### src/hw/rtl/assert_macros.svh
// Assertion macros for the RTL.
`ifndef ASSERT_MACROS_SVH
`define ASSERT_MACROS_SVH

// Check that cons holds in the same cycle as ante.
`define ASSERT_IMPLY(lbl, ante, cons) \
  lbl: assert property (@(posedge clk) disable iff (rst) (ante) |-> (cons)) \
    else $error("implication check failed");

// Check that cons holds in the cycle after ante.
`define ASSERT_NEXT(lbl, ante, cons) \
  lbl: assert property (@(posedge clk) disable iff (rst) (ante) |=> (cons)) \
    else $error("next-cycle check failed");

`endif

### src/hw/rtl/ltq_pkg.sv
// Types, codes and the luma function of the luma tone quantizer.
package ltq_pkg;

  localparam int PixW = 8;
  localparam int CntW = 3;

  localparam logic [PixW-1:0] LumaMinInit = 8'd255;
  localparam logic [PixW-1:0] LumaMaxInit = 8'd0;
  localparam logic [PixW-1:0] ToneInit    = 8'd1;
  localparam logic [PixW-1:0] BinInit     = 8'd1;
  localparam logic [PixW-1:0] SatMax      = 8'd255;

  localparam logic OpStats = 1'b0;
  localparam logic OpQuant = 1'b1;

  typedef enum logic [2:0] {
    S_IDLE,
    S_START,
    S_BIN,
    S_QUANT,
    S_EMIT
  } state_t;

  // Q8 BT.601 weights, truncated
  function automatic logic [PixW-1:0] luma_of(input logic [PixW-1:0] r,
                                               input logic [PixW-1:0] g,
                                               input logic [PixW-1:0] b);
    logic [15:0] sum;
    sum = 16'(r) * 16'd77 + 16'(g) * 16'd150 + 16'(b) * 16'd29;
    return sum[15:8];
  endfunction

endpackage

### src/hw/rtl/luma_tone_quantizer.sv
// Luma tone quantizer: RGB to luma, frame range statistics, uniform quantization.
`include "assert_macros.svh"

// Each pixel is converted to luma (77R+150G+29B)>>8. Opcode 0 pixels return luma and
// update the frame's luma range (first_pixel restarts it). Opcode 1 pixels return
// quantized luma, or plain luma while no usable bin width is set, through
// one radix-2 divider that makes one quotient bit per cycle: a plain quantize pixel
// takes 8 divider steps, and the first pixel of a quantize pass first divides the
// range by tone_count to get the bin width. One pixel is in work at a time; a finished
// result waits in the output register.
module luma_tone_quantizer
  import ltq_pkg::*;
(
  input  logic            clk,
  input  logic            rst,
  // configuration write channel
  input  logic            cfg_valid,
  output logic            cfg_ready,
  input  logic [PixW-1:0] tone_count,
  // pixel input channel
  input  logic            in_valid,
  output logic            in_stall,
  input  logic            opcode,
  input  logic            first_pixel,
  input  logic [PixW-1:0] red,
  input  logic [PixW-1:0] green,
  input  logic [PixW-1:0] blue,
  // result channel
  output logic            out_valid,
  input  logic            out_stall,
  output logic [PixW-1:0] gray_out,
  output logic            quantized,
  output logic [PixW-1:0] range_low,
  output logic [PixW-1:0] range_high
);

  state_t state, state_next;

  logic [PixW-1:0] tone_reg;
  logic            op_r;
  logic            first_r;
  logic [PixW-1:0] luma_r;
  logic [PixW-1:0] luma_min;
  logic [PixW-1:0] luma_max;
  logic [PixW-1:0] bin_width;
  logic            quantize_active;

  logic [PixW-1:0] div_rem;
  logic [PixW-1:0] div_quo;
  logic [PixW-1:0] div_divisor;
  logic [CntW-1:0] div_count;

  logic [PixW-1:0] gray_pend;
  logic            quant_pend;

  logic            in_xfer;
  logic            emit_load;
  logic            div_last;

  // range and bin decision for the first quantize pixel
  logic [PixW-1:0] range_w;
  logic            bin_ok;
  logic            quant_go;

  // divider step
  logic [PixW:0]   div_shift;
  logic            div_ge;
  logic [PixW:0]   div_diff;
  logic [PixW-1:0] rem_next;
  logic [PixW-1:0] quo_next;

  // statistics update
  logic [PixW-1:0] min_base;
  logic [PixW-1:0] max_base;

  // quantized value, one bit of headroom for saturation
  logic [PixW:0]   quant_sum;

  assign cfg_ready = 1'b1;
  assign in_xfer   = in_valid && !in_stall;
  assign div_last  = (div_count == '0);

  assign range_w  = (luma_max >= luma_min) ? (luma_max - luma_min) : '0;
  assign bin_ok   = (tone_reg != '0) && (tone_reg <= range_w);
  assign quant_go = quantize_active && (bin_width != '0);

  assign div_shift = {div_rem, div_quo[PixW-1]};
  assign div_ge    = (div_shift >= {1'b0, div_divisor});
  assign div_diff  = div_shift - {1'b0, div_divisor};
  assign rem_next  = div_ge ? div_diff[PixW-1:0] : div_shift[PixW-1:0];
  assign quo_next  = {div_quo[PixW-2:0], div_ge};

  assign min_base = first_r ? LumaMinInit : luma_min;
  assign max_base = first_r ? LumaMaxInit : luma_max;

  assign quant_sum = {1'b0, luma_r} - {1'b0, rem_next} + {2'b00, div_divisor[PixW-1:1]};

  // Next state
  always_comb begin
    state_next = state;
    unique case (state)
      S_IDLE: begin
        if (in_valid) state_next = S_START;
      end
      S_START: begin
        if (op_r == OpStats) begin
          state_next = S_EMIT;
        end else if (first_r) begin
          state_next = bin_ok ? S_BIN : S_EMIT;
        end else begin
          state_next = quant_go ? S_QUANT : S_EMIT;
        end
      end
      S_BIN: begin
        if (div_last) state_next = S_QUANT;
      end
      S_QUANT: begin
        if (div_last) state_next = S_EMIT;
      end
      S_EMIT: begin
        if (!out_valid || !out_stall) state_next = S_IDLE;
      end
      default: state_next = S_IDLE;
    endcase
  end

  // State outputs
  always_comb begin
    in_stall  = 1'b1;
    emit_load = 1'b0;
    unique case (state)
      S_IDLE:  in_stall = 1'b0;
      S_EMIT:  emit_load = !out_valid || !out_stall;
      S_START, S_BIN, S_QUANT: begin
        in_stall  = 1'b1;
        emit_load = 1'b0;
      end
      default: in_stall = 1'b1;
    endcase
  end

  // Control registers
  always_ff @(posedge clk) begin
    if (rst) begin
      state           <= S_IDLE;
      tone_reg        <= ToneInit;
      luma_min        <= LumaMinInit;
      luma_max        <= LumaMaxInit;
      bin_width       <= BinInit;
      quantize_active <= 1'b0;
      out_valid       <= 1'b0;
    end else begin
      state <= state_next;
      if (cfg_valid && cfg_ready) tone_reg <= tone_count;
      // fold luma into the frame range
      if (state == S_START && op_r == OpStats) begin
        luma_min <= (luma_r < min_base) ? luma_r : min_base;
        luma_max <= (luma_r > max_base) ? luma_r : max_base;
      end
      // latch pass-through on an unusable range
      if (state == S_START && op_r == OpQuant && first_r && !bin_ok) begin
        quantize_active <= 1'b0;
      end
      // latch the bin width when its division ends
      if (state == S_BIN && div_last) begin
        bin_width       <= quo_next;
        quantize_active <= 1'b1;
      end
      if (emit_load) begin
        out_valid <= 1'b1;
      end else if (!out_stall) begin
        out_valid <= 1'b0;
      end
    end
  end

  // Datapath: capture pixel, run divider, hold result
  always_ff @(posedge clk) begin
    if (in_xfer) begin
      op_r    <= opcode;
      first_r <= first_pixel;
      luma_r  <= luma_of(red, green, blue);
    end
    if (state == S_START) begin
      gray_pend  <= luma_r;
      quant_pend <= 1'b0;
      div_rem    <= '0;
      div_count  <= CntW'(PixW - 1);
      if (first_r) begin
        div_quo     <= range_w;
        div_divisor <= tone_reg;
      end else begin
        div_quo     <= luma_r;
        div_divisor <= bin_width;
      end
    end
    // restart the divider on the pixel luma with the new bin width
    if (state == S_BIN && div_last) begin
      div_rem     <= '0;
      div_quo     <= luma_r;
      div_divisor <= quo_next;
      div_count   <= CntW'(PixW - 1);
    end else if (state == S_BIN || state == S_QUANT) begin
      div_rem   <= rem_next;
      div_quo   <= quo_next;
      div_count <= div_count - 1'b1;
    end
    // luma minus remainder is the bin floor; add half a bin and saturate
    if (state == S_QUANT && div_last) begin
      gray_pend  <= quant_sum[PixW] ? SatMax : quant_sum[PixW-1:0];
      quant_pend <= 1'b1;
    end
    if (emit_load) begin
      gray_out   <= gray_pend;
      quantized  <= quant_pend;
      range_low  <= luma_min;
      range_high <= luma_max;
    end
  end

  `ASSERT_IMPLY(a_bin_nonzero, quantize_active, bin_width != '0)
  `ASSERT_IMPLY(a_div_nonzero, state == S_QUANT, div_divisor != '0)
  `ASSERT_IMPLY(a_range_order, state == S_EMIT && op_r == OpStats, luma_min <= luma_max)
  `ASSERT_NEXT(a_bin_to_quant, state == S_BIN && div_last, state == S_QUANT && quantize_active)

endmodule
### config.mk
export PLATFORM = sky130hd
export DESIGN_NAME = luma_tone_quantizer
export DESIGN_NICKNAME = d
export VERILOG_FILES = /design/src/hw/rtl/ltq_pkg.sv /design/src/hw/rtl/luma_tone_quantizer.sv
export VERILOG_INCLUDE_DIRS = /design/src /design/src/hw/rtl
export SDC_FILE = /design/constraint.sdc
export NUM_CORES = 1
export LEC_CHECK = 0
export BUFFER_PORTS_ARGS = -buffer_cell sky130_fd_sc_hd__buf_4
export CAP_MARGIN = 20
export CORE_ASPECT_RATIO = 1.2
export CORE_MARGIN = 2
export CORE_UTILIZATION = 45
export CTS_BUF_LIST = sky130_fd_sc_hd__clkbuf_8
export DETAILED_ROUTE_END_ITERATION = 7
export PLACE_DENSITY_LB_ADDON = 0.12
export REMOVE_ABC_BUFFERS = 1
export SYNTH_ARGS = -nofsm -noshare
export SYNTH_HDL_FRONTEND = slang
export SYNTH_SLANG_ARGS = --single-unit
### constraint.sdc
create_clock -name clk -period 9.8 [get_ports clk]
set_input_delay 0.98 -clock clk [delete_from_list [all_inputs] [get_ports clk]]
set_output_delay 0.98 -clock clk [all_outputs]
set_load 0.005 [all_outputs]
==> qor.json, run 1 <==
{
  "setup.worst_path.end_class": {"value": "flip-flop"},
  "leakagePower": {"value": 4.639, "unit": "nW"},
  "wl_per_cell": {"value": 15.81, "unit": "um"},
  "seq_power_share": {"value": 26.1, "unit": "%"},
  "clock_tree.root_cell": {"value": "sky130_fd_sc_hd__clkbuf_8"},
  "cell_taking_the_most_area_after_synthesis": {"value": "sky130_fd_sc_hd__edfxtp_1"},
  "postSynth.asyncResetShare": {"value": 0, "unit": "%"},
  "first_pass_grt_wire_length": {"value": 30.73, "unit": "mm"},
  "finalHoldViolCount": {"value": 0},
  "hold_path_end": {"value": "gray_out[5]$_DFFE_PP_"},
  "placedCellCount": {"value": 1179},
  "core_area": {"value": 0.01948, "unit": "mm^2"},
  "grt_pass1_vias": {"value": 6180},
  "netlist.area_leader.share": {"value": 19.93, "unit": "%"},
  "number_of_buffers_on_the_longest_clock_path": {"value": 2},
  "pwr_density_cell": {"value": 280.8, "unit": "mW/mm^2"},
  "rr_endpoint": {"value": "gray_pend[5]$_DFFE_PP_"},
  "share_of_the_cycle_needed_by_the_critical_path_after_routing": {"value": 70.73, "unit": "%"},
  "yosys-top-cells-area": {"value": "sky130_fd_sc_hd__edfxtp_1 20%, sky130_fd_sc_hd__ha_1 19%, sky130_fd_sc_hd__fa_1 14%"},
  "power_frac_clock": {"value": 12.1, "unit": "%"},
  "slew_headroom": {"value": 30.65, "unit": "%"},
  "power.internal": {"value": 1.604, "unit": "mW"},
  "final_layout_size_suffix_gt1_share": {"value": 10.81, "unit": "%"},
  "holdCritStartpoint": {"value": "gray_pend[5]$_DFFE_PP_"},
  "n_antenna_cell": {"value": 0},
  "htree_num_levels": {"value": 3},
  "timing.hold.worst_path_depth": {"value": 0},
  "sequential_cell_area_fraction_in_the_yosys_report": {"value": 30.97, "unit": "%"},
  "buffer_ports.inserted": {"value": 65},
  "fill_cells": {"value": 1893},
  "setup.worst_path.class": {"value": "input pin to flip-flop"},
  "fin_skew": {"value": 0.01406, "unit": "ns"},
  "synthesis.area_per_instance": {"value": 10.19, "unit": "um^2"},
  "worstPathMaxFanout": {"value": 4},
  "fp-row-count": {"value": 56},
  "grt_antenna_before_repair": {"value": 0},
  "grt_setup_unrepaired": {"value": "false"},
  "gr-total-overflow": {"value": 0},
  "drt-initial-drc-count": {"value": 247},
  "die-area": {"value": 0.02090, "unit": "mm^2"},
  "hp-class": {"value": "flip-flop to flip-flop"},
  "switching_power": {"value": 1.171, "unit": "mW"},
  "fp.dieW": {"value": 132.3, "unit": "um"},
  "synth_cell_type_count": {"value": 58},
  "preCtsSetupSlack": {"value": 2.420, "unit": "ns"},
  "finalNetCount": {"value": 1167},
  "worst_setup_hold_path_clk_slew": {"value": 0.10, "unit": "ns"},
  "worstSetupStartpointType": {"value": "input pin"},
  "worst_r2r_path_depth": {"value": 19},
  "clock_sink_count": {"value": 108},
  "vdd_ir_drop_max": {"value": 0.1865, "unit": "mV"},
  "firstDrtPassIters": {"value": 4},
  "grt_util_all_layers": {"value": 18.64, "unit": "%"},
  "final.setup.worst_slack": {"value": 2.869, "unit": "ns"},
  "critPathRequiredTime": {"value": 9.94, "unit": "ns"},
  "drv.max_cap_violation_count": {"value": 0},
  "die_height": {"value": 158.0, "unit": "um"},
  "globalplace.congestion": {"value": 0.8200},
  "maximum_number_of_pins_on_one_net_before_global_route_repair": {"value": 33},
  "period_needed": {"value": 6.931, "unit": "ns"},
  "rr_startpoint": {"value": "div_divisor[1]$_DFFE_PP_"},
  "switching_share": {"value": 42.21, "unit": "%"},
  "remaining_drc_errors": {"value": 0},
  "worst_slew_pin_slew": {"value": 1.035, "unit": "ns"},
  "postSynthRegisterBits": {"value": 108},
  "final_max_slew_viol_count": {"value": 0},
  "post_synth_edffs": {"value": 59},
  "number_of_standard_cells_after_synthesis": {"value": 872},
  "cts-resized-gates": {"value": 0},
  "vias": {"value": 6185},
  "area_growth": {"value": 11.16, "unit": "%"},
  "clkLatencyLatePin": {"value": 0.38, "unit": "ns"},
  "timing.setup.tns": {"value": 0, "unit": "ns"},
  "synth_ff_type": {"value": "sky130_fd_sc_hd__edfxtp_1"},
  "finalSetupViolCount": {"value": 0},
  "boundaryPins": {"value": 67},
  "dp_hpwl": {"value": 15.64, "unit": "mm"},
  "comb_power_share": {"value": 61.8, "unit": "%"},
  "maxClockFrequency": {"value": 0.1443, "unit": "GHz"},
  "post_cts_hold_buffer_count": {"value": 0},
  "cts-buffers-inserted": {"value": 9},
  "tritoncts": {"value": "yes"},
  "final_cells": {"value": 1195},
  "post_cts_buffers": {"value": 0},
  "timing.critical_path.arrival": {"value": 7.07, "unit": "ns"},
  "run_status": {"value": "finished clean"},
  "ant_nets": {"value": 0},
  "finalWirelength": {"value": 18.90, "unit": "mm"},
  "regToRegSetupSlack": {"value": 4.49, "unit": "ns"},
  "start_util": {"value": 45.63, "unit": "%"},
  "mappedNetlistArea": {"value": 0.008889, "unit": "mm^2"},
  "avgViaCountPerCell": {"value": 5.176},
  "ys_warn_count": {"value": 0}
}
layout make-up:
cell class,count,area [um^2],area share (%)
sequential,108,2753,27.86
clock buffer,9,123.9,1.254
timing repair buffer,68,510.5,5.167
clock inverter,7,127.6,1.292
inverter,129,486.7,4.926
tap,261,326.6,3.305
multi-input combinational,613,5553,56.20
routing by layer:
metal,share of wire [%],GRT usage (%),vias to the layer above
met5,0,0,-
met4,0.87,3.738,0
met1,43,22.56,2977
met2,53,36.11,80
met3,2.5,1.729,11
li1,-,-,3117
how the worst max path moves through the flow:
stage               depth (start not counted)      from  slack (ns)                  end
global route                               24  green[4]        2.46  luma_r[7]$_DFFE_PP_
finish                                     24  green[4]        2.87  luma_r[7]$_DFFE_PP_
CTS                                        24  green[4]        2.83  luma_r[7]$_DFFE_PP_
detailed placement                         24  green[4]        2.42  luma_r[7]$_DFFE_PP_
global placement                           24  green[4]        2.46  luma_r[7]$_DFFE_PP_
floorplan                                  23  green[4]        2.85  luma_r[7]$_DFFE_PP_
critical path: stages:
cell	delay, ns
sky130_fd_sc_hd__buf_4	0.13
sky130_fd_sc_hd__ha_1	0.29
sky130_fd_sc_hd__ha_1	0.27
sky130_fd_sc_hd__inv_1	0.05
sky130_fd_sc_hd__fa_1	0.49
sky130_fd_sc_hd__fa_1	0.51
sky130_fd_sc_hd__inv_1	0.04
sky130_fd_sc_hd__ha_1	0.33
sky130_fd_sc_hd__xnor2_1	0.21
sky130_fd_sc_hd__fa_1	0.48
sky130_fd_sc_hd__fa_1	0.52
sky130_fd_sc_hd__inv_1	0.05
sky130_fd_sc_hd__fa_1	0.46
sky130_fd_sc_hd__fa_1	0.54
sky130_fd_sc_hd__inv_1	0.04
sky130_fd_sc_hd__ha_1	0.32
sky130_fd_sc_hd__and2_1	0.18
sky130_fd_sc_hd__a221o_1	0.34
sky130_fd_sc_hd__a21oi_1	0.14
sky130_fd_sc_hd__o21ai_1	0.12
sky130_fd_sc_hd__nand4_1	0.13
sky130_fd_sc_hd__nand2_1	0.10
sky130_fd_sc_hd__o31ai_1	0.25
sky130_fd_sc_hd__xnor2_1	0.10
power groups by stage:
stage	sequential [mW]	combinational, mW	clock [mW]
2_1_floorplan	0.688	1.39	0
3_3_place_gp	0.739	1.73	0
3_5_place_dp	0.739	1.75	0
4_1_cts	0.728	1.76	0.344
5_1_grt	0.732	2.02	0.357
6_report	0.725	1.71	0.336
cells by family after synthesis:
logic type      count (synthesis)  synth area share, %
xor+xnor                       35                3.449
compound gates                184                13.91
buf+inv                       151                6.602
flops                         108                30.97
fa+ha+maj                     199                33.42
mux                            19                2.154
simple gates                  175                9.459
other cells                     1              0.04219
cells in the mapped netlist, types with 9 or more instances:
| master | n |
|---|---|
| sky130_fd_sc_hd__a21o_1 | 20 |
| sky130_fd_sc_hd__a21oi_1 | 43 |
| sky130_fd_sc_hd__a22o_1 | 10 |
| sky130_fd_sc_hd__a31oi_1 | 14 |
| sky130_fd_sc_hd__clkbuf_1 | 13 |
| sky130_fd_sc_hd__dfxtp_1 | 49 |
| sky130_fd_sc_hd__edfxtp_1 | 59 |
| sky130_fd_sc_hd__fa_1 | 64 |
| sky130_fd_sc_hd__ha_1 | 135 |
| sky130_fd_sc_hd__inv_1 | 128 |
| sky130_fd_sc_hd__mux2i_1 | 18 |
| sky130_fd_sc_hd__nand2_1 | 52 |
| sky130_fd_sc_hd__nand2b_1 | 20 |
| sky130_fd_sc_hd__nor2_1 | 50 |
| sky130_fd_sc_hd__nor2b_1 | 11 |
| sky130_fd_sc_hd__o21a_1 | 9 |
| sky130_fd_sc_hd__o21ai_0 | 35 |
| sky130_fd_sc_hd__xnor2_1 | 17 |
| sky130_fd_sc_hd__xor2_1 | 18 |
per-stage QoR:
stage / hold slack [ns] / cell area [um^2] / util [%] / power, mW
2_1_floorplan: 0.4003 / 8788 / - / 2.078
3_3_place_gp: 0.4010 / 9629 / 49.43 / 2.466
3_5_place_dp: 0.4054 / 9629 / 49.43 / 2.486
4_1_cts: 0.4311 / 9881 / 50.73 / 2.835
5_1_grt: 0.4331 / 9881 / 50.73 / 3.107
6_report: 0.4289 / 9881 / 50.73 / 2.775
placed cells by master (no fill, tap or decap), types with 3 or more instances in the layout:
| master | instances |
|---|---|
| sky130_fd_sc_hd__ha_1 | 135 |
| sky130_fd_sc_hd__inv_1 | 128 |
| sky130_fd_sc_hd__buf_4 | 68 |
| sky130_fd_sc_hd__fa_1 | 64 |
| sky130_fd_sc_hd__edfxtp_1 | 59 |
| sky130_fd_sc_hd__nand2_1 | 52 |
| sky130_fd_sc_hd__nor2_1 | 50 |
| sky130_fd_sc_hd__dfxtp_1 | 49 |
| sky130_fd_sc_hd__a21oi_1 | 42 |
| sky130_fd_sc_hd__o21ai_0 | 35 |
| sky130_fd_sc_hd__a21o_1 | 20 |
| sky130_fd_sc_hd__nand2b_1 | 20 |
| sky130_fd_sc_hd__xor2_1 | 18 |
| sky130_fd_sc_hd__mux2i_1 | 18 |
| sky130_fd_sc_hd__xnor2_1 | 17 |
| sky130_fd_sc_hd__a31oi_1 | 14 |
| sky130_fd_sc_hd__nor2b_1 | 11 |
| sky130_fd_sc_hd__a22o_1 | 10 |
| sky130_fd_sc_hd__o21a_1 | 9 |
| sky130_fd_sc_hd__clkbuf_8 | 9 |
| sky130_fd_sc_hd__nand4_1 | 8 |
| sky130_fd_sc_hd__nand3_1 | 8 |
| sky130_fd_sc_hd__o22a_1 | 8 |
| sky130_fd_sc_hd__nor3_1 | 7 |
| sky130_fd_sc_hd__o21bai_1 | 5 |
| sky130_fd_sc_hd__o21ai_1 | 5 |
| sky130_fd_sc_hd__a22oi_1 | 5 |
| sky130_fd_sc_hd__a211oi_1 | 4 |
| sky130_fd_sc_hd__a31o_2 | 4 |
| sky130_fd_sc_hd__o22ai_1 | 4 |
| sky130_fd_sc_hd__nor4_1 | 4 |
| sky130_fd_sc_hd__a21oi_2 | 3 |
| sky130_fd_sc_hd__or2_2 | 3 |
| sky130_fd_sc_hd__and2_1 | 3 |
| sky130_fd_sc_hd__o211ai_1 | 3 |
| sky130_fd_sc_hd__inv_6 | 3 |
| sky130_fd_sc_hd__bufinv_16 | 3 |
No activity file was read; power rests on OpenSTA's default activity.
==> run 2, diff against run 1 <==
--- a/config.mk
+++ b/config.mk
@@ -6,6 +6,7 @@
 export SDC_FILE = /design/constraint.sdc
 export NUM_CORES = 1
 export LEC_CHECK = 0
+export ABC_AREA = 1
 export BUFFER_PORTS_ARGS = -buffer_cell sky130_fd_sc_hd__buf_4
 export CAP_MARGIN = 20
 export CORE_ASPECT_RATIO = 1.2
==> constraint.sdc (replaced) <==
create_clock -name clk -period 6.7 [get_ports clk]
set_input_delay 0.67 -clock clk [delete_from_list [all_inputs] [get_ports clk]]
set_output_delay 0.67 -clock clk [all_outputs]
set_load 0.005 [all_outputs]
==> qor.json, run 2 <==
{
  "cp_slowest_cell": {"value": "sky130_fd_sc_hd__fa_1"},
  "worst_path_most_repeated_cell": {"value": "sky130_fd_sc_hd__fa_1"},
  "grt_antenna_before_repair": {"value": 0},
  "period_needed": {"value": 6.120, "unit": "ns"},
  "grt_util_met2": {"value": 38.45, "unit": "%"},
  "timing.critical_path.arrival": {"value": 6.25, "unit": "ns"},
  "worst_slew_pin_slew": {"value": 1.054, "unit": "ns"},
  "switching_share": {"value": 49.31, "unit": "%"},
  "finalHoldViolCount": {"value": 0},
  "finalWirelength": {"value": 21.21, "unit": "mm"},
  "cts-resized-gates": {"value": 0},
  "postSynth.asyncResetShare": {"value": 0, "unit": "%"},
  "post_cts_hold_buffer_count": {"value": 0},
  "clock_sink_count": {"value": 108},
  "pwr_density_cell": {"value": 449.9, "unit": "mW/mm^2"},
  "final_cells": {"value": 1439},
  "worstPathMaxFanout": {"value": 5},
  "grt_setup_unrepaired": {"value": "false"},
  "post_cts_buffers": {"value": 0},
  "cell_taking_the_most_area_after_synthesis": {"value": "sky130_fd_sc_hd__edfxtp_1"},
  "tritoncts": {"value": "yes"},
  "critPathRequiredTime": {"value": 6.83, "unit": "ns"},
  "power.internal": {"value": 2.369, "unit": "mW"},
  "global_route.peak_usage_layer": {"value": "met2"},
  "vias": {"value": 7384},
  "rr_endpoint": {"value": "gray_pend[0]$_DFFE_PP_"},
  "cells_traversed_along_the_worst_timing_path": {"value": "buf_4 -> ha_1 -> ha_1 -> inv_1 -> fa_1 -> fa_1 -> inv_1 -> ha_1 -> xnor2_1 -> fa_1 -> fa_1 -> inv_1 -> fa_1 -> fa_1 -> inv_1 -> ha_1 -> a21oi_1 -> o21ai_0 -> a21oi_1 -> a21boi_0 -> xnor2_1"},
  "post_synth_edffs": {"value": 59},
  "die-area": {"value": 0.02227, "unit": "mm^2"},
  "n_antenna_cell": {"value": 0},
  "finalNetCount": {"value": 1402},
  "ys_warn_count": {"value": 0},
  "wl_per_cell": {"value": 14.74, "unit": "um"},
  "setup.worst_path.end_class": {"value": "flip-flop"},
  "sequential_cell_area_fraction_in_the_yosys_report": {"value": 29.01, "unit": "%"},
  "placedCellCount": {"value": 1423},
  "share_of_the_cycle_needed_by_the_critical_path_after_routing": {"value": 91.34, "unit": "%"},
  "postSynthRegisterBits": {"value": 108},
  "seq_power_share": {"value": 22.9, "unit": "%"},
  "final_max_slew_viol_count": {"value": 0},
  "vdd_ir_drop_max": {"value": 0.3822, "unit": "mV"},
  "hp-class": {"value": "flip-flop to flip-flop"},
  "start_util": {"value": 45.55, "unit": "%"},
  "remaining_drc_errors": {"value": 0},
  "core_area": {"value": 0.02083, "unit": "mm^2"},
  "synth_ff_type": {"value": "sky130_fd_sc_hd__edfxtp_1"},
  "worst_setup_hold_path_clk_slew": {"value": 0.10, "unit": "ns"},
  "leakagePower": {"value": 5.029, "unit": "nW"},
  "worstSetupStartpointType": {"value": "input pin"},
  "number_of_buffers_on_the_longest_clock_path": {"value": 2},
  "rr_startpoint": {"value": "div_divisor[2]$_DFFE_PP_"},
  "critical_path.endpoint": {"value": "luma_r[7]$_DFFE_PP_"},
  "synthesis.area_per_instance": {"value": 8.563, "unit": "um^2"},
  "number_of_standard_cells_after_synthesis": {"value": 1108},
  "maxClockFrequency": {"value": 0.1634, "unit": "GHz"},
  "mostFrequentLayoutCells": {"value": "192 x sky130_fd_sc_hd__inv_1, 179 x sky130_fd_sc_hd__nand2_1, 135 x sky130_fd_sc_hd__ha_1, 114 x sky130_fd_sc_hd__a21oi_1, 74 x sky130_fd_sc_hd__nor2_1"},
  "globalplace.congestion": {"value": 0.8783},
  "fill_cells": {"value": 2046},
  "grt_util_all_layers": {"value": 20.26, "unit": "%"},
  "run_status": {"value": "finished clean"},
  "firstDrtPassIters": {"value": 5},
  "netlist.area_leader.share": {"value": 18.67, "unit": "%"},
  "netlist_top_cells_count": {"value": "190 x sky130_fd_sc_hd__inv_1, 179 x sky130_fd_sc_hd__nand2_1, 135 x sky130_fd_sc_hd__ha_1"},
  "timing.setup.tns": {"value": 0, "unit": "ns"},
  "die_height": {"value": 163.1, "unit": "um"},
  "switching_power": {"value": 2.305, "unit": "mW"},
  "final_layout_size_suffix_gt1_share": {"value": 10.18, "unit": "%"},
  "drt-initial-drc-count": {"value": 265},
  "clock_tree.root_cell": {"value": "sky130_fd_sc_hd__clkbuf_8"},
  "post-synth-top-count-cell": {"value": "sky130_fd_sc_hd__inv_1"},
  "boundaryPins": {"value": 67},
  "ant_nets": {"value": 0},
  "grt.met3_usage": {"value": 2.328, "unit": "%"},
  "mappedNetlistArea": {"value": 0.009488, "unit": "mm^2"},
  "power_frac_clock": {"value": 7.8, "unit": "%"},
  "gr-total-overflow": {"value": 0},
  "fp.dieW": {"value": 136.6, "unit": "um"},
  "avgViaCountPerCell": {"value": 5.131},
  "layout_commonest_cell": {"value": "sky130_fd_sc_hd__inv_1"},
  "buffer_ports.inserted": {"value": 65},
  "gr-usage-met1": {"value": 23.75, "unit": "%"},
  "grt_pass1_vias": {"value": 7385},
  "area_growth": {"value": 9.508, "unit": "%"},
  "yosys-top-cells-area": {"value": "sky130_fd_sc_hd__edfxtp_1 19%, sky130_fd_sc_hd__ha_1 18%, sky130_fd_sc_hd__fa_1 14%"},
  "worst_r2r_path_depth": {"value": 22},
  "maximum_number_of_pins_on_one_net_before_global_route_repair": {"value": 40},
  "fin_skew": {"value": 0.01317, "unit": "ns"},
  "cts-buffers-inserted": {"value": 9},
  "htree_num_levels": {"value": 3},
  "dp_hpwl": {"value": 17.39, "unit": "mm"},
  "critical_path.startpoint": {"value": "green[4]"},
  "cp_slowest_stage_delay": {"value": 0.54, "unit": "ns"},
  "setup.worst_path.class": {"value": "input pin to flip-flop"},
  "drv.max_cap_violation_count": {"value": 0},
  "fp-row-count": {"value": 58},
  "first_pass_grt_wire_length": {"value": 35.79, "unit": "mm"},
  "comb_power_share": {"value": 69.3, "unit": "%"},
  "synth_cell_type_count": {"value": 46},
  "clkLatencyLatePin": {"value": 0.37, "unit": "ns"},
  "regToRegSetupSlack": {"value": 2.39, "unit": "ns"},
  "finalSetupViolCount": {"value": 0},
  "slew_headroom": {"value": 29.75, "unit": "%"}
}
-- run 2: changes by cell type after synthesis, sizes merged, moves of 25 or more --
cell	delta
nor2	+25
a21oi	+76
o21ai	+27
nand2	+132
inv	+67
-- run 2: worst min-delay path by stage --
stage | startpoint | to | cells after the start
4_1_cts | gray_pend[5]$_DFFE_PP_ | gray_out[5]$_DFFE_PP_ | 0
3_5_place_dp | gray_pend[5]$_DFFE_PP_ | gray_out[5]$_DFFE_PP_ | 0
6_report | gray_pend[5]$_DFFE_PP_ | gray_out[5]$_DFFE_PP_ | 0
2_1_floorplan | gray_pend[0]$_DFFE_PP_ | gray_out[0]$_DFFE_PP_ | 0
3_3_place_gp | gray_pend[2]$_DFFE_PP_ | gray_out[2]$_DFFE_PP_ | 0
5_1_grt | gray_pend[0]$_DFFE_PP_ | gray_out[0]$_DFFE_PP_ | 0
-- run 2: logic make-up (layout without fill, tap and decap cells) --
group	count (synthesis)	count (layout)	synth area share, %
simple gates	324	324	14.40
compound gates	225	225	13.36
buf+inv	221	282	9.112
fa+ha+maj	199	199	31.31
flops	108	108	29.01
xor+xnor	30	30	2.769
other cells	1	1	0.03952
-- run 2: critical path: cells and delay by family --
| kind | cells | cell delay (ns) |
|---|---|---|
| adders and majority gates | 10 | 4.25 |
| AOI/OAI and AO/OA | 4 | 0.65 |
| xor gates and xnor gates | 2 | 0.36 |
| buffers and inverters | 5 | 0.31 |
-- run 2: stage by stage --
stage / util [%] / worst slack, ns / area [um^2] / total power [mW] / hold WS [ns]
after floorplan: - / 0.5968 / 9363 / 3.568 / 0.4003
after global placement: 49.08 / 0.1980 / 10220 / 4.336 / 0.4014
after detailed placement: 49.08 / 0.1380 / 10220 / 4.365 / 0.4116
after CTS: 49.89 / 0.5497 / 10390 / 4.742 / 0.4349
after global routing: 49.89 / 0.2383 / 10390 / 5.299 / 0.4480
final: 49.89 / 0.5801 / 10390 / 4.674 / 0.4337
-- run 2: layer usage --
metal  share of wire [%]  wire length [um]
met1                  42              8900
met2                  52             11130
met3                 3.8               810
met4                 1.7               366
met5                   0                 0
-- run 2: power by group through the flow --
stage | clock, mW | combinational [mW] | sequential (mW)
4_1_cts | 0.378 | 3.29 | 1.07
3_3_place_gp | 0 | 3.25 | 1.09
3_5_place_dp | 0 | 3.28 | 1.09
2_1_floorplan | 0 | 2.55 | 1.02
6_report | 0.363 | 3.24 | 1.07
5_1_grt | 0.396 | 3.82 | 1.09
-- run 2: layout make-up --
type | instances | area [um^2] | area share [%]
clock buffers | 9 | 123.9 | 1.192
clock inverters | 7 | 43.79 | 0.4215
inverters | 197 | 739.5 | 7.117
multi-input cells | 779 | 5874 | 56.54
flip-flops and latches | 108 | 2753 | 26.49
well taps | 270 | 337.8 | 3.251
repair buffers | 69 | 518.0 | 4.986
==> run 3, diff against run 2 <==
--- a/config.mk
+++ b/config.mk
@@ -6,7 +6,6 @@
 export SDC_FILE = /design/constraint.sdc
 export NUM_CORES = 1
 export LEC_CHECK = 0
-export ABC_AREA = 1
 export BUFFER_PORTS_ARGS = -buffer_cell sky130_fd_sc_hd__buf_4
 export CAP_MARGIN = 20
 export CORE_ASPECT_RATIO = 1.2
==> qor.json, run 3 (same netlist as run 1, synthesis figures left out) <==
{
  "fin_hold_ws": {"value": 0.4268, "unit": "ns"},
  "finalHoldViolCount": {"value": 0},
  "final_max_slew_viol_count": {"value": 0},
  "grt_util_all_layers": {"value": 18.79, "unit": "%"},
  "drt-initial-drc-count": {"value": 278},
  "worstSetupPathDepth": {"value": 24},
  "setup.worst_path.class": {"value": "input pin to flip-flop"},
  "drv.max_cap_violation_count": {"value": 0},
  "critPathRequiredTime": {"value": 6.83, "unit": "ns"},
  "worstPathMaxFanout": {"value": 3},
  "multi_input_comb_area": {"value": 0.005573, "unit": "mm^2"},
  "worst_path_most_repeated_cell": {"value": "sky130_fd_sc_hd__fa_1"},
  "setup.worst_path.end_class": {"value": "flip-flop"},
  "core_area": {"value": 0.01948, "unit": "mm^2"},
  "layout_commonest_cell": {"value": "sky130_fd_sc_hd__ha_1"},
  "remaining_drc_errors": {"value": 0},
  "avgViaCountPerCell": {"value": 5.161},
  "n_antenna_cell": {"value": 0},
  "cp_top_family": {"value": "adder cells"},
  "fp.dieW": {"value": 132.3, "unit": "um"},
  "die_height": {"value": 158.0, "unit": "um"},
  "vias": {"value": 6260},
  "grt_pass1_vias": {"value": 6232},
  "cp_slowest_cell": {"value": "sky130_fd_sc_hd__fa_1"},
  "worstSetupStartpointType": {"value": "input pin"},
  "first_pass_grt_wire_length": {"value": 31.26, "unit": "mm"},
  "hold_path_end": {"value": "gray_out[1]$_DFFE_PP_"},
  "regToRegSetupSlack": {"value": 1.66, "unit": "ns"},
  "grt_antenna_before_repair": {"value": 0},
  "vdd_ir_drop_max": {"value": 0.3428, "unit": "mV"},
  "final.setup.worst_slack": {"value": 0.2645, "unit": "ns"},
  "preCtsSetupSlack": {"value": -0.3222, "unit": "ns"},
  "globalplace.congestion": {"value": 0.8137},
  "share_of_the_cycle_needed_by_the_critical_path_after_routing": {"value": 96.05, "unit": "%"},
  "regArea": {"value": 0.002753, "unit": "mm^2"},
  "boundaryPins": {"value": 67},
  "buffer_ports.inserted": {"value": 65},
  "finalNetCount": {"value": 1185},
  "firstDrtPassIters": {"value": 5},
  "cp_slowest_stage_delay": {"value": 0.54, "unit": "ns"},
  "ant_nets": {"value": 0},
  "finalWirelength": {"value": 18.82, "unit": "mm"},
  "leakagePower": {"value": 4.713, "unit": "nW"},
  "fp-row-count": {"value": 56},
  "post-route-util": {"value": 51.18, "unit": "%"},
  "die-area": {"value": 0.02090, "unit": "mm^2"},
  "final_layout_size_suffix_gt1_share": {"value": 12.61, "unit": "%"},
  "timing.critical_path.arrival": {"value": 6.57, "unit": "ns"},
  "period_needed": {"value": 6.435, "unit": "ns"},
  "cts-resized-gates": {"value": 0},
  "tritoncts": {"value": "yes"},
  "cts-buffers-inserted": {"value": 9},
  "cells_traversed_along_the_worst_timing_path": {"value": "buf_4 -> ha_1 -> ha_1 -> inv_1 -> fa_1 -> fa_1 -> inv_1 -> ha_1 -> xnor2_2 -> fa_1 -> fa_1 -> inv_1 -> fa_1 -> fa_1 -> inv_1 -> ha_1 -> and2_1 -> a221o_1 -> a21oi_2 -> o21ai_2 -> nand4_1 -> nand2_1 -> o31ai_2 -> xnor2_1"},
  "slew_headroom": {"value": 34.15, "unit": "%"},
  "maxClockFrequency": {"value": 0.1554, "unit": "GHz"},
  "mostFrequentLayoutCells": {"value": "135 x sky130_fd_sc_hd__ha_1, 131 x sky130_fd_sc_hd__inv_1, 86 x sky130_fd_sc_hd__buf_4, 64 x sky130_fd_sc_hd__fa_1, 59 x sky130_fd_sc_hd__edfxtp_1"},
  "worst_r2r_path_depth": {"value": 22},
  "clock_tree.root_cell": {"value": "sky130_fd_sc_hd__clkbuf_8"},
  "start_util": {"value": 45.63, "unit": "%"},
  "grt_setup_unrepaired": {"value": "false"},
  "placed_cell_area": {"value": 0.009764, "unit": "mm^2"},
  "clkLatencyLatePin": {"value": 0.37, "unit": "ns"},
  "post_cts_buffers": {"value": 0},
  "fill_cells": {"value": 1879},
  "timing.setup.tns": {"value": 0, "unit": "ns"},
  "pwr_density_cell": {"value": 421.6, "unit": "mW/mm^2"},
  "final_cell_area": {"value": 0.009970, "unit": "mm^2"},
  "run_status": {"value": "finished clean"},
  "timing.hold.worst_path_depth": {"value": 0},
  "rr_startpoint": {"value": "div_divisor[1]$_DFFE_PP_"},
  "gr-total-overflow": {"value": 0},
  "fin_skew": {"value": 0.007732, "unit": "ns"},
  "area_growth": {"value": 12.16, "unit": "%"},
  "dp_hpwl": {"value": 15.54, "unit": "mm"},
  "number_of_buffers_on_the_longest_clock_path": {"value": 2},
  "maximum_number_of_pins_on_one_net_before_global_route_repair": {"value": 33},
  "post_cts_hold_buffer_count": {"value": 0},
  "finalSetupViolCount": {"value": 0},
  "holdCritStartpoint": {"value": "gray_pend[1]$_DFFE_PP_"},
  "hp-class": {"value": "flip-flop to flip-flop"},
  "wl_per_cell": {"value": 15.52, "unit": "um"},
  "clock_sink_count": {"value": 108},
  "htree_num_levels": {"value": 3},
  "worst_slew_pin_slew": {"value": 0.9824, "unit": "ns"},
  "path_buf_inv": {"value": 5},
  "worst_setup_hold_path_clk_slew": {"value": 0.10, "unit": "ns"},
  "rr_endpoint": {"value": "gray_pend[4]$_DFFE_PP_"}
}
==> run 3: cell types whose count changed in the layout (fill, tap and decap cells not counted), sizes merged, moves of 12 or more <==
cell / before / now
nor2: 76 / 51
nand3: 28 / 8
nand2b: 0 / 20
o21ai: 67 / 40
a31oi: 2 / 14
mux2i: 0 / 18
a21oi: 121 / 45
buf: 69 / 86
nand2: 184 / 52
a21o: 4 / 20
inv: 200 / 134
==> run 3: worst max-delay path by stage <==
stage / to / from / slack, ns
global placement: luma_r[7]$_DFFE_PP_ / green[4] / -0.24
floorplan: luma_r[7]$_DFFE_PP_ / green[4] / 0.06
global route: luma_r[7]$_DFFE_PP_ / green[4] / 0.007
finish: luma_r[7]$_DFFE_PP_ / green[4] / 0.26
detailed placement: luma_r[7]$_DFFE_PP_ / green[4] / -0.32
CTS: luma_r[7]$_DFFE_PP_ / green[4] / 0.08
==> run 3: area by class of cell <==
type / count / area share (%)
clock buffers: 9 / 1.242
clock inverters: 7 / 0.6150
multi-input cells: 613 / 55.90
well taps: 261 / 3.276
inverters: 129 / 4.882
repair buffers: 86 / 6.476
flip-flops and latches: 108 / 27.61
==> run 3: power breakdown <==
group          internal (mW)  leakage (nW)  total [mW]  switching [mW]
Sequential             0.921         0.942        1.06           0.141
Clock                  0.170         0.108       0.388           0.217
Combinational           1.35          3.66        2.75            1.41
==> run 3: per-layer routing <==
layer	part of all wire [%]	vias up	GRT usage, %
li1	-	3152	-
met1	43	2975	22.23
met2	52	110	35.76
met3	2.7	23	2.017
met4	2.1	0	5.940
met5	0	-	0
==> run 3: per-stage QoR <==
| stage | instances | total power [mW] |
|---|---|---|
| after floorplan | 850 | 3.039 |
| final | 1213 | 4.203 |
| after global routing | 1213 | 4.684 |
| after global placement | 1197 | 3.761 |
| after detailed placement | 1197 | 3.809 |
| after CTS | 1213 | 4.210 |
==> run 3: worst register-to-register path: cells and delay by family (launching register included) <==
kind,cells,cell delay [ns]
AO/OA/AOI/OAI,9,1.45
XOR/XNOR,1,0.57
adder cells (fa/ha/maj),4,1.12
buffers and inverters,4,0.53
flip-flops,1,0.38
multiplexers,1,0.32
AND/OR/NAND/NOR,3,0.39
